--- config.mk ---
export PLATFORM = sky130hd
export DESIGN_NAME = sorted_table_engine
export DESIGN_NICKNAME = d
export VERILOG_FILES = /design/src/ste_pkg.sv /design/src/ste_dp.sv /design/src/ste_ctrl.sv /design/src/sorted_table_engine.sv
export SDC_FILE = /design/constraint.sdc
export NUM_CORES = 2
export LEC_CHECK = 0
export ABC_CLOCK_PERIOD_IN_PS = 11200
export BUFFER_PORTS_ARGS = -buffer_cell sky130_fd_sc_hd__buf_2
export CAP_MARGIN = 40
export CELL_PAD_IN_SITES_DETAIL_PLACEMENT = 0
export CELL_PAD_IN_SITES_GLOBAL_PLACEMENT = 1
export CORE_MARGIN = 5
export CORE_UTILIZATION = 59
export CTS_CLUSTER_DIAMETER = 120
export DETAILED_ROUTE_END_ITERATION = 10
export PLACE_DENSITY_LB_ADDON = 0.1
export SLEW_MARGIN = 20
export SYNTH_ARGS = -nofsm -noshare
export SYNTH_HDL_FRONTEND = slang
export SYNTH_HIERARCHICAL = 1
export SYNTH_SLANG_ARGS = --single-unit
--- constraint.sdc ---
create_clock -name clk_i -period 11.2 [get_ports clk_i]
set_clock_uncertainty 0.1 [all_clocks]
set_input_delay 2.24 -clock clk_i [delete_from_list [all_inputs] [get_ports clk_i]]
set_output_delay 2.24 -clock clk_i [all_outputs]
set_load 0.01 [all_outputs]
--- src/ste_pkg.sv ---
// shared constants, codes and control types for the sorted table engine
package ste_pkg;

  // default sizes
  localparam int DEPTH_DEF       = 64;
  localparam int KEY_WIDTH_DEF   = 32;
  localparam int VALUE_WIDTH_DEF = 32;

  // operation codes of the kind field
  localparam logic [1:0] KIND_LOOKUP = 2'd0;
  localparam logic [1:0] KIND_INSERT = 2'd1;
  localparam logic [1:0] KIND_REMOVE = 2'd2;

  // relation codes, two's complement
  localparam logic [1:0] REL_EQ     = 2'b00;
  localparam logic [1:0] REL_BEFORE = 2'b01;
  localparam logic [1:0] REL_AFTER  = 2'b11;

  // result status codes
  typedef enum logic [1:0] {
    ST_DONE      = 2'd0,
    ST_NOT_FOUND = 2'd1,
    ST_EXISTS    = 2'd2,
    ST_FULL      = 2'd3
  } status_e;

  // datapath operations
  typedef enum logic [3:0] {
    OP_NONE,
    OP_LOAD,
    OP_READ_MID,
    OP_STEP,
    OP_WRITE_VAL,
    OP_UP_PRIME,
    OP_UP_MOVE,
    OP_WRITE_NEW,
    OP_DN_PRIME,
    OP_DN_MOVE,
    OP_DEC
  } dp_op_e;

  // controller to datapath
  typedef struct packed {
    dp_op_e  op;
    logic    publish;
    status_e status;
    logic    pub_value;
  } ste_cmd_t;

  // datapath to controller
  typedef struct packed {
    logic is_insert;
    logic is_remove;
    logic no_replace;
    logic cnt_zero;
    logic full;
    logic key_eq;
    logic key_lt;
    logic at_lo;
    logic at_hi;
    logic hit;
    logic up_none;
    logic dn_done;
  } ste_sts_t;

endpackage

--- src/ste_dp.sv ---
// datapath: entry memory, search bounds, shift index, count and result registers
module ste_dp #(
  parameter int DEPTH       = ste_pkg::DEPTH_DEF,
  parameter int KEY_WIDTH   = ste_pkg::KEY_WIDTH_DEF,
  parameter int VALUE_WIDTH = ste_pkg::VALUE_WIDTH_DEF,
  localparam int IW = $clog2(DEPTH),
  localparam int CW = $clog2(DEPTH + 1)
) (
  input  logic                   clk_i,
  input  logic                   rst_ni,
  input  ste_pkg::ste_cmd_t      cmd_i,
  output ste_pkg::ste_sts_t      sts_o,
  input  logic [1:0]             kind_i,
  input  logic [KEY_WIDTH-1:0]   key_i,
  input  logic [VALUE_WIDTH-1:0] value_i,
  input  logic                   no_replace_i,
  output logic [1:0]             status_o,
  output logic [CW-1:0]          position_o,
  output logic signed [1:0]      relation_o,
  output logic [VALUE_WIDTH-1:0] value_out_o,
  output logic [CW-1:0]          count_o
);
  import ste_pkg::*;

  localparam int EW = KEY_WIDTH + VALUE_WIDTH;

  // entry memory, key in the upper bits
  logic [EW-1:0] mem_q [DEPTH];
  logic [EW-1:0] rdata_q;

  // latched transaction
  logic [1:0]             kind_q;
  logic [KEY_WIDTH-1:0]   key_q;
  logic [VALUE_WIDTH-1:0] val_q;
  logic                   nrep_q;

  // search and shift state
  logic [IW-1:0]          lo_q, hi_q, pos_q, idx_q;
  logic [1:0]             rel_q;
  logic [VALUE_WIDTH-1:0] hitv_q;
  logic [CW-1:0]          cnt_q;

  // result registers
  logic [1:0]             res_status_q;
  logic [CW-1:0]          res_pos_q;
  logic [1:0]             res_rel_q;
  logic [VALUE_WIDTH-1:0] res_val_q;
  logic [CW-1:0]          res_cnt_q;

  logic [IW:0]            sum;
  logic [IW-1:0]          mid;
  logic [KEY_WIDTH-1:0]   rkey;
  logic [IW-1:0]          raddr;
  logic                   wen;
  logic [IW-1:0]          waddr;
  logic [EW-1:0]          wdata;
  logic [CW-1:0]          idx_next;

  // probe point and compare against the registered read
  assign sum      = {1'b0, lo_q} + {1'b0, hi_q};
  assign mid      = sum[IW:1];
  assign rkey     = rdata_q[EW-1:VALUE_WIDTH];
  assign idx_next = CW'(idx_q) + CW'(1);

  // status to controller
  always_comb begin
    sts_o.is_insert  = (kind_q == KIND_INSERT);
    sts_o.is_remove  = (kind_q == KIND_REMOVE);
    sts_o.no_replace = nrep_q;
    sts_o.cnt_zero   = (cnt_q == '0);
    sts_o.full       = (cnt_q == CW'(DEPTH));
    sts_o.key_eq     = (rkey == key_q);
    sts_o.key_lt     = (key_q < rkey);
    sts_o.at_lo      = (mid == lo_q);
    sts_o.at_hi      = (mid == hi_q);
    sts_o.hit        = (rel_q == REL_EQ);
    sts_o.up_none    = (idx_q == pos_q);
    sts_o.dn_done    = (idx_next >= cnt_q);
  end

  // memory address and write selection
  always_comb begin
    raddr = mid;
    wen   = 1'b0;
    waddr = pos_q;
    wdata = {key_q, val_q};
    unique case (cmd_i.op)
      OP_UP_PRIME: raddr = IW'(cnt_q - CW'(1));
      OP_UP_MOVE: begin
        raddr = idx_q - IW'(2);
        wen   = 1'b1;
        waddr = idx_q;
        wdata = rdata_q;
      end
      OP_DN_PRIME: raddr = pos_q + IW'(1);
      OP_DN_MOVE: begin
        raddr = idx_q + IW'(2);
        wen   = 1'b1;
        waddr = idx_q;
        wdata = rdata_q;
      end
      OP_WRITE_VAL, OP_WRITE_NEW: wen = 1'b1;
      default: ;
    endcase
  end

  // entry memory with registered read
  always_ff @(posedge clk_i) begin
    if (wen) begin
      mem_q[waddr] <= wdata;
    end
    rdata_q <= mem_q[raddr];
  end

  // entry count
  always_ff @(posedge clk_i or negedge rst_ni) begin
    if (!rst_ni) begin
      cnt_q <= '0;
    end else if (cmd_i.op == OP_WRITE_NEW) begin
      cnt_q <= cnt_q + CW'(1);
    end else if (cmd_i.op == OP_DEC) begin
      cnt_q <= cnt_q - CW'(1);
    end
  end

  // transaction, search and shift registers
  always_ff @(posedge clk_i) begin
    unique case (cmd_i.op)
      OP_LOAD: begin
        kind_q <= kind_i;
        key_q  <= key_i;
        val_q  <= value_i;
        nrep_q <= no_replace_i;
        lo_q   <= '0;
        hi_q   <= IW'(cnt_q - CW'(1));
        pos_q  <= '0;
        rel_q  <= REL_EQ;
      end
      OP_STEP: begin
        pos_q  <= mid;
        hitv_q <= rdata_q[VALUE_WIDTH-1:0];
        if (rkey == key_q) begin
          rel_q <= REL_EQ;
        end else if (key_q < rkey) begin
          rel_q <= REL_BEFORE;
          hi_q  <= mid - IW'(1);
        end else begin
          rel_q <= REL_AFTER;
          lo_q  <= mid + IW'(1);
        end
      end
      OP_UP_PRIME: begin
        if (rel_q == REL_AFTER) begin
          pos_q <= pos_q + IW'(1);
        end
        idx_q <= IW'(cnt_q);
      end
      OP_UP_MOVE:   idx_q <= idx_q - IW'(1);
      OP_WRITE_NEW: rel_q <= REL_EQ;
      OP_DN_PRIME:  idx_q <= pos_q;
      OP_DN_MOVE:   idx_q <= idx_q + IW'(1);
      default: ;
    endcase
  end

  // result registers, loaded when the controller publishes
  always_ff @(posedge clk_i) begin
    if (cmd_i.publish) begin
      res_status_q <= cmd_i.status;
      res_pos_q    <= CW'(pos_q);
      res_rel_q    <= rel_q;
      res_val_q    <= cmd_i.pub_value ? hitv_q : '0;
      res_cnt_q    <= cnt_q;
    end
  end

  assign status_o    = res_status_q;
  assign position_o  = res_pos_q;
  assign relation_o  = $signed(res_rel_q);
  assign value_out_o = res_val_q;
  assign count_o     = res_cnt_q;

endmodule

--- src/ste_ctrl.sv ---
// controller: sequences search, update, shift and result handoff
module ste_ctrl (
  input  logic              clk_i,
  input  logic              rst_ni,
  input  logic              in_valid_i,
  output logic              in_stall_o,
  output logic              out_valid_o,
  input  logic              out_stall_i,
  input  ste_pkg::ste_sts_t sts_i,
  output ste_pkg::ste_cmd_t cmd_o
);
  import ste_pkg::*;

  typedef enum logic [2:0] {
    S_IDLE,
    S_START,
    S_RD,
    S_CMP,
    S_ACT,
    S_UP,
    S_DN,
    S_PUB
  } state_e;

  state_e  state_q, state_d;
  status_e stat_q, stat_d;
  logic    vout_q, vout_d;
  logic    out_valid_q, out_valid_d;
  logic    probe_done;

  assign probe_done = sts_i.key_eq || (sts_i.key_lt && sts_i.at_lo) ||
                      (!sts_i.key_lt && sts_i.at_hi);

  // next state and datapath command
  always_comb begin
    state_d         = state_q;
    stat_d          = stat_q;
    vout_d          = vout_q;
    cmd_o.op        = OP_NONE;
    cmd_o.publish   = 1'b0;
    cmd_o.status    = stat_q;
    cmd_o.pub_value = vout_q;
    unique case (state_q)
      S_IDLE: begin
        if (in_valid_i) begin
          cmd_o.op = OP_LOAD;
          vout_d   = 1'b0;
          state_d  = S_START;
        end
      end
      S_START: begin
        if (sts_i.cnt_zero) begin
          if (sts_i.is_insert) begin
            cmd_o.op = OP_UP_PRIME;
            state_d  = S_UP;
          end else begin
            stat_d  = ST_NOT_FOUND;
            state_d = S_PUB;
          end
        end else begin
          cmd_o.op = OP_READ_MID;
          state_d  = S_CMP;
        end
      end
      S_RD: begin
        cmd_o.op = OP_READ_MID;
        state_d  = S_CMP;
      end
      S_CMP: begin
        cmd_o.op = OP_STEP;
        state_d  = probe_done ? S_ACT : S_RD;
      end
      S_ACT: begin
        if (sts_i.is_insert) begin
          if (sts_i.hit) begin
            if (sts_i.no_replace) begin
              stat_d = ST_EXISTS;
            end else begin
              cmd_o.op = OP_WRITE_VAL;
              stat_d   = ST_DONE;
            end
            state_d = S_PUB;
          end else if (sts_i.full) begin
            stat_d  = ST_FULL;
            state_d = S_PUB;
          end else begin
            cmd_o.op = OP_UP_PRIME;
            state_d  = S_UP;
          end
        end else if (sts_i.is_remove) begin
          if (sts_i.hit) begin
            cmd_o.op = OP_DN_PRIME;
            state_d  = S_DN;
          end else begin
            stat_d  = ST_NOT_FOUND;
            state_d = S_PUB;
          end
        end else begin
          stat_d  = sts_i.hit ? ST_DONE : ST_NOT_FOUND;
          vout_d  = sts_i.hit;
          state_d = S_PUB;
        end
      end
      S_UP: begin
        if (sts_i.up_none) begin
          cmd_o.op = OP_WRITE_NEW;
          stat_d   = ST_DONE;
          state_d  = S_PUB;
        end else begin
          cmd_o.op = OP_UP_MOVE;
        end
      end
      S_DN: begin
        if (sts_i.dn_done) begin
          cmd_o.op = OP_DEC;
          stat_d   = ST_DONE;
          state_d  = S_PUB;
        end else begin
          cmd_o.op = OP_DN_MOVE;
        end
      end
      S_PUB: begin
        if (!out_valid_q || !out_stall_i) begin
          cmd_o.publish = 1'b1;
          state_d       = S_IDLE;
        end
      end
      default: state_d = S_IDLE;
    endcase
    out_valid_d = cmd_o.publish ? 1'b1 : (out_valid_q && out_stall_i);
  end

  // state and registered outputs
  always_ff @(posedge clk_i or negedge rst_ni) begin
    if (!rst_ni) begin
      state_q     <= S_IDLE;
      stat_q      <= ST_DONE;
      vout_q      <= 1'b0;
      out_valid_q <= 1'b0;
    end else begin
      state_q     <= state_d;
      stat_q      <= stat_d;
      vout_q      <= vout_d;
      out_valid_q <= out_valid_d;
    end
  end

  assign in_stall_o  = (state_q != S_IDLE);
  assign out_valid_o = out_valid_q;

endmodule

--- src/sorted_table_engine.sv ---
// top level of the sorted key/value table engine
//
// Holds up to DEPTH key/value entries in ascending unsigned key order. Each
// input transaction (kind, key, value, no_replace) is a lookup, insert or
// remove; each produces exactly one result transaction (status, position,
// relation, value_out, count). Both channels use valid/stall: a transaction
// moves on a rising edge with valid high and stall low.
// The block takes one transaction at a time; in_stall_o is high from the
// cycle after acceptance until the result is placed in the output register.
// Binary search makes each probe as a memory read, then a compare, with
// at most clog2(count)+1 probes. An insert of a new key moves each later
// entry up one place, one entry per cycle through the single read port of
// the entry memory; a remove moves later entries down. The result is loaded
// once the search and any shift are complete.
// The output register holds the result while out_stall_i is high; a new
// transaction can be accepted meanwhile, and its result waits until the
// previous one has been taken.
// Reset clears the entry count and the handshake state; entry memory is not
// cleared and needs no clearing pass, only entries below the count are used.
module sorted_table_engine #(
  parameter int DEPTH       = ste_pkg::DEPTH_DEF,
  parameter int KEY_WIDTH   = ste_pkg::KEY_WIDTH_DEF,
  parameter int VALUE_WIDTH = ste_pkg::VALUE_WIDTH_DEF,
  localparam int CW = $clog2(DEPTH + 1)
) (
  input  logic                   clk_i,
  input  logic                   rst_ni,
  input  logic                   in_valid_i,
  output logic                   in_stall_o,
  input  logic [1:0]             kind_i,
  input  logic [KEY_WIDTH-1:0]   key_i,
  input  logic [VALUE_WIDTH-1:0] value_i,
  input  logic                   no_replace_i,
  output logic                   out_valid_o,
  input  logic                   out_stall_i,
  output logic [1:0]             status_o,
  output logic [CW-1:0]          position_o,
  output logic signed [1:0]      relation_o,
  output logic [VALUE_WIDTH-1:0] value_out_o,
  output logic [CW-1:0]          count_o
);
  import ste_pkg::*;

  ste_cmd_t cmd;
  ste_sts_t sts;

  // sequencing
  ste_ctrl u_ctrl (
    .clk_i       (clk_i),
    .rst_ni      (rst_ni),
    .in_valid_i  (in_valid_i),
    .in_stall_o  (in_stall_o),
    .out_valid_o (out_valid_o),
    .out_stall_i (out_stall_i),
    .sts_i       (sts),
    .cmd_o       (cmd)
  );

  // storage and arithmetic
  ste_dp #(
    .DEPTH       (DEPTH),
    .KEY_WIDTH   (KEY_WIDTH),
    .VALUE_WIDTH (VALUE_WIDTH)
  ) u_dp (
    .clk_i        (clk_i),
    .rst_ni       (rst_ni),
    .cmd_i        (cmd),
    .sts_o        (sts),
    .kind_i       (kind_i),
    .key_i        (key_i),
    .value_i      (value_i),
    .no_replace_i (no_replace_i),
    .status_o     (status_o),
    .position_o   (position_o),
    .relation_o   (relation_o),
    .value_out_o  (value_out_o),
    .count_o      (count_o)
  );

endmodule

# Word-level counts from Yosys, hierarchy flattened
# Memories as Yosys holds them, arrays and structs flattened. A register that Yosys moved wholly into a read port is not among the register bits.
# Cells that the tools add are included.
[classes]
addsub = 11
n_lt_le_gt_ge = 2
eq_ne = 38
mux = 64
reduce_logical = 29
[op_table]
columns = ["operator", "n"]
rows = [
  ["64-bit 2-to-1 mux", 1],
  ["6-bit case mux with 4 select lines", 2],
  ["3-bit 2-to-1 mux", 12],
  ["6-bit 2-to-1 mux", 6],
  ["32-bit == test", 1],
  ["32-bit < comparator", 1],
  ["2-bit 2-to-1 mux", 15],
  ["4-bit case mux with 7 select lines", 1],
  ["3-bit case mux with 8 select lines", 1],
  ["6-bit case mux with 2 select lines", 2],
  ["2-bit inequality test (second input constant)", 10],
  ["6-bit by 1-bit adder with 6-bit output (second input constant)", 3],
  ["6-bit == test", 3],
  ["6-bit case mux with 3 select lines", 1],
  ["4-bit by 3-bit == test with 1-bit output (second input constant)", 4],
  ["4-bit 2-to-1 mux", 4],
  ["1-bit 2-to-1 mux", 14],
  ["7-bit 2-to-1 mux", 2],
  ["3-bit == test (second input constant)", 4],
  ["4-bit == test (second input constant)", 3],
  ["6-bit by 1-bit subtractor with 6-bit output (second input constant)", 2],
  ["2-bit case mux with 4 select lines", 1],
  ["4-bit AND reduction", 2],
  ["2-bit nonzero test", 4],
  ["32 further kinds", 45],
]
[word_totals]
register_bits = 188
ram_bits = 4096
input_bits = 71
word_cells = 165
memories = 1
[memory_table]
columns = ["memory", "depth", "width", "rd", "rd_clocked_by_memory_dff", "wr", "line", "rtl"]
rows = [
  ["u_dp.mem_q", 64, 64, 1, 1, 1, "ste_dp.sv:28", "logic [EW-1:0] mem_q [DEPTH];"],
]

# Logic depth before layout (Yosys ltp)
[depth]
ltp_word = 10
ltp_mapped = 27
depth_no_buf = 24

# Hierarchy
# The synthesis kept the hierarchy.
[by_module_without_submodules]
columns = ["mod", "n_inst", "cells_per_inst", "area_per_inst_um2", "seq_area_each_um2"]
rows = [
  ["ste_dp", 1, 8316, 166100.6, 129679.4],
  ["ste_ctrl", 1, 79, 638.1, 175.2],
]

# Least setup slack after synthesis
# No wires, ideal clock.
[synth_timing]
kind = "input to register"
startpoint = "in in_valid_i"
endpoint = "mem u_dp/mem_q[32][0] (netlist bit) (enable)"
setup_time_ns = 0.487
arrival_ns = 6.688
required_ns = 10.613
setup_slack_ns = 3.925
stages = 9
cell_sequence = "a21oi_1 > o221ai_1 > nand4bb_1 > nand2_1 > clkbuf_1 > mux2i_1 > or2_2 > clkbuf_1 > nor2_1"
[synth_lines]
columns = ["item", "line", "rtl"]
rows = [
  ["from (decl)", "sorted_table_engine.sv:28", "input logic in_valid_i,"],
  ["to (decl)", "ste_dp.sv:28", ""],
]

==> reports/metrics.yaml <==
ctsLongestPathBuffers: 4
cp_max_fo: 114
synthToLayoutAreaGrowth_pct: 13.1
post_cts_buffers: 0
final_core_util_pct: 66.9
cp.required_ns: 11.90
globalplace.congestion: 0.800
synth_cells: 8395
htree_levels: 5
clock_latency_ns: 0.97
layout.cells.non_filler: 12839
firstDrtPassIters: 6
fp.dieArea_sq_mm: 0.293
synth_top_area_share_pct: 76.9
drive_above_1_share_pct: 21.9
muxShareOfSynthArea_pct: 11.2
cts_hold_buf: 0
cts.sinks: 4348
final_hold_viol_count: 0
drt_wl_total_um: 476000
cts_resized: 0
synth.area.top_cells: "edfxtp_1, mux4_2, a21oi_1, a22oi_1, nand2_1"
via_per_inst: 6.91
grt_pass1_wl_um: 667000
tightest_slew_ns: 1.08
hpwl_um: 238000
synth_compound_area_share_pct: 5.89
critical_path_class: "flop to flop"
gr-usage-met3_pct: 6.69
maxCapViolCount: 0
die_w_um: 542
synth-seq-cells: 4348
use_met1_pct: 45.9
routedWlPerCell_um: 37.1
cts_tree: "built"
rows: 195
cp-start-kind: "flop"
coreArea_sq_mm: 0.282
nFillCells: 18201
synth_top_family_by_area: "multiplexers"
num_vias: 88706
use_met2_pct: 50.7
max_slew_margin_pct: 27.8
finalSetupViolCount: 0
avgSynthCellArea_sq_um: 19.9
syn_nets: 8525
synthesis.area_sq_mm: 0.167
remaining_drc_errors: 0
worstPathArrival_ns: 8.48
rsz0062_at_grt: "false"
portBuffers: 121
nets: 8850
yosys.area_share.simple_pct: 2.60
yosysWarnings: 6
synth_top_area_cell: "edfxtp_1"
cts_buffers: 425
ant_nets: 0
clockRootBuffer: "clkbuf_16"
ios: 123
synthDistinctLibCells: 80
run_status: "finished, final reports clean"
antenna_found_initial: 14
grt_overflow: 0
grt_start_max_net_pins: 147
seq_area_frac_synth_pct: 77.9
synthXorXnorAreaFrac_pct: 0.288
synthArstFlopShare_pct: 0.322
synth_edf_count: 4270
initial_core_util_pct: 59.2
synthAdderAreaFrac_pct: 0.456
track_usage_pct: 32.3
top_usage_layer: "met2"
period_needed_ns: 7.78
layout_commonest_cell: "edfxtp_1"
die_h_um: 542
maxSlewViolCount: 0
fmax_mhz: 129
dpl.cell_count: 12030
final_cell_mix: "edfxtp_1, mux4_2, nand2_1"
detail_route.iter0.violations: 12600
ys.flop_type: "edfxtp_1"
clk_pin_slew_ns: 0.06
tns_ns: 0
fin_crit_sh_pct: 69.4
min_path_type: "flop to flop"
cp-end-kind: "flop"
grt_pass1_vias: 86867
-- routing by layer --
metal	wire length, um	vias up
met5	13	-
met4	19900	2
met3	52800	959
met2	227000	5454
met1	177000	46914
li1	-	35377
-- worst max-delay path: stages, from the launching register on --
cell and delay [ns]:
edfxtp_1 0.71, ha_1 0.33, ha_1 0.27, a21o_1 0.17
a21o_1 0.17, a21o_1 0.18, a21oi_1 0.15, nor2b_1 0.06
o21ai_0 0.17, nand2b_1 0.09, nand2b_1 0.16, nor2_1 0.15
a21oi_1 0.06, o221ai_1 0.19, buf_4 0.27, nand4bb_1 0.24
nand2_2 0.48, a211oi_4 0.59, buf_12 0.57, buf_12 0.60
mux4_2 0.60, a22oi_1 0.19, a21oi_1 0.13, or4_1 0.61
-- kinds of logic after synthesis --
logic type,count (synthesis)
fa+ha+maj,59
other cells,1
simple gates,983
buf+inv,588
flops,4348
xor+xnor,54
mux,903
compound gates,1459
-- state kept, by name, summed over array words and instances (netlist names) --
signal and count:
u_dp/mem_q 4096, u_dp/rdata_q 64, u_dp/lo_q 6, u_ctrl/state_q 3, u_dp/kind_q 2, u_dp/pos_q 6
u_ctrl/stat_q 2, u_ctrl/vout_q 1, u_dp/cnt_q 7, u_dp/idx_q 6, u_dp/value_out_o 32, u_dp/val_q 32
u_dp/hitv_q 32, u_ctrl/out_valid_o 1, u_dp/hi_q 6, u_dp/nrep_q 1, u_dp/rel_q 2, u_dp/key_q 32
u_dp/position_o 6, u_dp/status_o 2, u_dp/count_o 7, u_dp/relation_o 2
-- Yosys cell counts, drive strengths merged (21+ instances only) --
cell type  number
a22oi         390
mux2i         128
a221oi        128
edfxtp       4270
o22ai          70
o21ai          63
a21o           21
or4            64
mux4          772
a32oi         127
clkbuf        197
dfxtp          64
and2           40
buf           328
inv            63
xnor2          42
nand2         676
ha             56
nor2          104
a21oi         603
-- cell type report --
type	count	area [sq um]	area share, %
timing repair buffer	423	4750	2.52
tap	3743	4680	2.48
clock buffer	582	11700	6.19
multi-input combinational	3459	35100	18.6
clock inverter	216	2300	1.22
inverter	63	239	0.127
antenna	5	12.5	0.00663
sequential	4348	130000	68.9
-- metrics by stage --
step | hold slack (ns) | instance area, sq um | worst slack (ns)
finish | 0.351 | 189000 | 3.42
floorplan | 0.308 | 167000 | 3.93
detailed placement | 0.321 | 174000 | 3.35
global route | 0.346 | 189000 | 2.99
global placement | 0.310 | 173000 | 2.98
CTS | 0.342 | 188000 | 3.28
-- worst paths after layout --
kind,from,endpoint,slack [ns],cells after the start
min in group asynchronous,rst_ni,u_ctrl/stat_q[1]$_DFFE_PN0P_,1.10,1
setup reg to reg,u_dp/idx_q[0]$_DFFE_PP_,u_dp/rdata_q[10]$_DFF_P_,3.42,23
max in group asynchronous,rst_ni,u_ctrl/vout_q$_DFFE_PN0P_,9.59,1
hold / removal,u_dp/rdata_q[4]$_DFF_P_,u_dp/hitv_q[4]$_DFFE_PP_,0.35,0
hold reg to reg,u_dp/rdata_q[4]$_DFF_P_,u_dp/hitv_q[4]$_DFFE_PP_,0.35,0
setup / recovery,u_dp/idx_q[0]$_DFFE_PP_,u_dp/rdata_q[10]$_DFF_P_,3.42,23
Power is left out: the tool's default activity adds up to more than one toggle a clock period on the data nets, which glitch-free logic cannot reach.
